===== config.mk =====
export PLATFORM = sky130hd
export DESIGN_NAME = lpht_ram
export DESIGN_NICKNAME = d
export VERILOG_FILES = /design/src/rtl/core/lpht_ram.sv
export SDC_FILE = /design/constraint.sdc
export NUM_CORES = 2
export LEC_CHECK = 0
export BUFFER_PORTS_ARGS = -buffer_cell sky130_fd_sc_hd__buf_2
export CORE_MARGIN = 2
export CORE_UTILIZATION = 40
export DETAILED_ROUTE_END_ITERATION = 16
export PLACE_DENSITY = 0.54
export SLEW_MARGIN = 10
export SYNTH_ARGS = -nofsm -noshare
export SYNTH_HDL_FRONTEND = slang
export SYNTH_SLANG_ARGS = --single-unit

===== constraint.sdc =====
create_clock -name clock -period 2 [get_ports clock]
set_input_delay 0.2 -clock clock [delete_from_list [all_inputs] [get_ports clock]]
set_output_delay 0.2 -clock clock [all_outputs]
set_load 0.03 [all_outputs]

===== src/rtl/core/lpht_ram.sv =====
// ----------------------------------------------------------------------------
// Linear-probe hash table RAM
// Simple dual-port synchronous RAM with one write port and a registered read.
// ----------------------------------------------------------------------------
module lpht_ram #(
   parameter int WIDTH = 8,
   parameter int DEPTH = 256
) (
   input  logic                     clock,
   input  logic                     we,
   input  logic [$clog2(DEPTH)-1:0] waddr,
   input  logic [WIDTH-1:0]         wdata,
   input  logic [$clog2(DEPTH)-1:0] raddr,
   output logic [WIDTH-1:0]         rdata
);

   logic [WIDTH-1:0] mem_ff [DEPTH];
   logic [WIDTH-1:0] rdata_ff;

   always_ff @(posedge clock) begin
      if (we) begin
         mem_ff[waddr] <= wdata;
      end
      rdata_ff <= mem_ff[raddr];
   end

   assign rdata = rdata_ff;

endmodule


==> impl_metrics.yaml <==
critical_path:
  required_ns: 2.73
  cp-end-kind: "flop"
  startpoint_type: "flop"
  slowest_stage: "mux4_2"
  reg2reg_depth: 6
  timing.rr.start: "mem_ff[64][4]"
  r2r-end: "rdata[4]"
  path_class: "reg2reg"
  cpPeakStageDelay_ns: 0.54
  critical_path.endpoint: "rdata[4]"
  cp-startpoint: "mem_ff[64][4]"
  critical_path.cell_chain: "mux4_2 > mux4_2 > nor2b_4 > nor4_4 > buf_4 > nor4_4"
  rrSetupSlack_ns: -0.25
  cp_max_fo: 1
  cp.arrival_ns: 2.97
synth:
  synth_commonest_cells: "edfxtp_1, mux4_2, nor2_1"
  synth_top_area_cell: "edfxtp_1"
  yosys_warnings: 0
  synthMuxAreaShare_pct: 14.6
  synthTopCellsByArea: "edfxtp_1, mux4_2, mux2i_1"
  async_flop_share_pct: 0
  synth_top_area_share_pct: 77.3
  synthCells: 3733
  synth_nets: 3759
  ys_ff_latch: 2056
  synth_top_family_by_area: "multiplexers"
  synth_cell_types: 55
  synth_area_sq_mm: 0.0796
  synth_simple_gate_area_share_pct: 2.63
  synth_seq_area_share_pct: 77.5
  synth_edf_count: 2048
  synth_adder_area_share_pct: 0
  synth.avg_cell_area_sq_um: 21.3
  yosysMostFrequentCell: "edfxtp_1"
  synth_compound_area_share_pct: 3.42
  synthXorXnorAreaFrac_pct: 0
  synth_ff_type: "edfxtp_1"
floorplan:
  rows: 163
  coreArea_sq_mm: 0.197
  fp.dieArea_sq_mm: 0.202
  io_pins: 34
  die_w_microns: 450
  start_util_pct: 40.3
  die_y_microns: 450
cts:
  clk_latency_ns: 0.86
  post_cts_buffers: 0
  cts_sinks: 2056
  cts_buffers: 213
  clkSlewWorstSetupHoldPaths_ns: 0.06
  cts_buffer_depth: 3
  clockRootBuffer: "clkbuf_16"
  htree_levels: 4
  cts_tree: "done"
flow_run:
  cap_violations: 0
place:
  dp_hpwl_microns: 140000
  placed_cell_area_sq_mm: 0.0890
  gp_congestion: 0.836
  port_buffers: 33
sta:
  fin_crit_ns: 2.25
  max_slew.worst_pin.slew_ns: 0.979
  timing.fmax_mhz: 445
  fin_skew_ns: 0.0551
  maxSlewHeadroom_pct: 34.7
  fin_ws_ns: -0.246
  rsz0062_at_grt: "yes"
  whs_ns: 0.0915
  maxSlewViolCount: 0
  setup_viol: 8
  period_share_pct: 112
  final-hold-violation-count: 0
layout:
  finalInstanceArea_sq_mm: 0.0961
  final_layout_size_suffix_gt1_share_pct: 34.8
  fin_nets: 4573
  syn_to_final_growth_pct: 20.8
drt:
  wl_per_cell_microns: 28.6
  drc_errors: 0
  viasPerCell: 5.52
  drt_iter0_markers: 4248
  wirelength_microns: 211000
  vias: 40653
  firstDrtPassIters: 6
  ant_nets: 0
global_routing:
  first_global_vias: 41548
  grt_util_met2_pct: 32.8
  grt_overflow_total: 0
  grt_use_met3_pct: 4.57
  grt_use_met1_pct: 28.8
  grt_start_max_net_pins: 97
  busiest_layer: "met2"
  antenna_found_initial: 16
  grt_pass1_wl_microns: 302000
  grt_usage_pct: 20.8
worst_hold_path:
  hp-class: "in2reg"
pwr:
  peakVddDrop_mv: 0.825
  p_per_area_mw_per_mm2: 946
  p_leak_uw: 0.0313
status:
  violations: "negative setup slack"
  status: "finished, violations left"
metal layers:
layer	part of all wire [%]	wire length [microns]
met1	42	89100
met2	48	101000
met3	6.9	14600
met4	2.9	6190
met5	0.039	82
layout make-up:
type,instances,area (sq um)
fillers,16375,101000
flip-flops and latches,2056,61700
multi-input cells,1442,16900
repair buffers,832,7570
clock buffers,260,5530
well taps,2640,3300
clock inverters,132,1130
diodes,7,17.5
inverters,2,7.51
stage by stage:
step                      utilization (%)  setup WS, ns  setup TNS (ns)  power, uW  cells
after global placement               45.1         -1.28           -7.63      53800   6964
after floorplan                         -       -0.0188           -3.33      50900   3733
after CTS                            48.6        -0.308           -1.83      91700   7366
after global routing                 48.7        -0.290           -1.81      93700   7369
after detailed placement             45.1         -1.28           -7.46      53800   6964
final                                48.7        -0.246           -1.28      91000   7371
cell usage in the layout (no fill, tap or decap), types with 7 or more instances in the layout:
cell type and instances:
dfxtp_1 8, a21oi_1 94, diode_2 7, a22oi_1 132, mux4_2 455, clkbuf_1 46
nand2b_1 8, bufinv_16 14, a221oi_1 8, clkinv_2 43, o21ai_0 10, a211oi_2 8
o211ai_1 10, buf_2 21, nor4_2 11, nand3_1 28, o22ai_1 28, nand2_1 33
nor4_1 12, o221ai_1 45, mux2i_1 134, clkbuf_16 214, edfxtp_1 2048, clkinv_1 54
nand4_1 10, nor2b_1 26, a211oi_1 8, buf_12 101, nor3_1 14, buf_4 687
dlygate4sd3_1 10, buf_8 10, nor2_1 275
logic make-up (layout without fill, tap and decap cells):
group,Yosys count,after routing
AOI/OAI and AO/OA,385,385
muxes,591,591
other,0,7
and+or+nand+nor,466,466
DFF,2056,2056
buffers and inverters,235,1226
registers in the layout, summed over array words and instances (netlist names):
signal / flops
mem_ff: 2048
rdata: 8
where the power goes:
part           switching (uW)  internal (uW)
clock                   16500          21400
sequential                115          47500
combinational            3160           2220
total                   19800          71200
repair_timing:
item                                    CTS  global route
gates resized for setup                  33            36
endpoints found under the hold margin   783             0
endpoints found under the setup margin    8             8
pin swaps                                14            17
hold buffers                             10             0
how the worst min path moves through the flow:
stage	from	endpoint	slack, ns	cells after the start
2_1_floorplan	wdata[0]	mem_ff[0][0]	0.30	0
3_3_place_gp	wdata[2]	mem_ff[67][2]	0.55	1
3_5_place_dp	wdata[2]	mem_ff[67][2]	0.56	1
4_1_cts	waddr[2]	mem_ff[174][3]	0.02	4
5_1_grt	waddr[2]	mem_ff[174][3]	0.07	4
6_report	waddr[0]	mem_ff[203][0]	0.09	4
critical path, delay by kind of cell (launching register included):
kind	cells	cell delay [ns]
flops	1	0.37
mux	2	1.04
simple gates	3	0.50
buf+inv	1	0.21
Power figures use the tool's default switching activity.
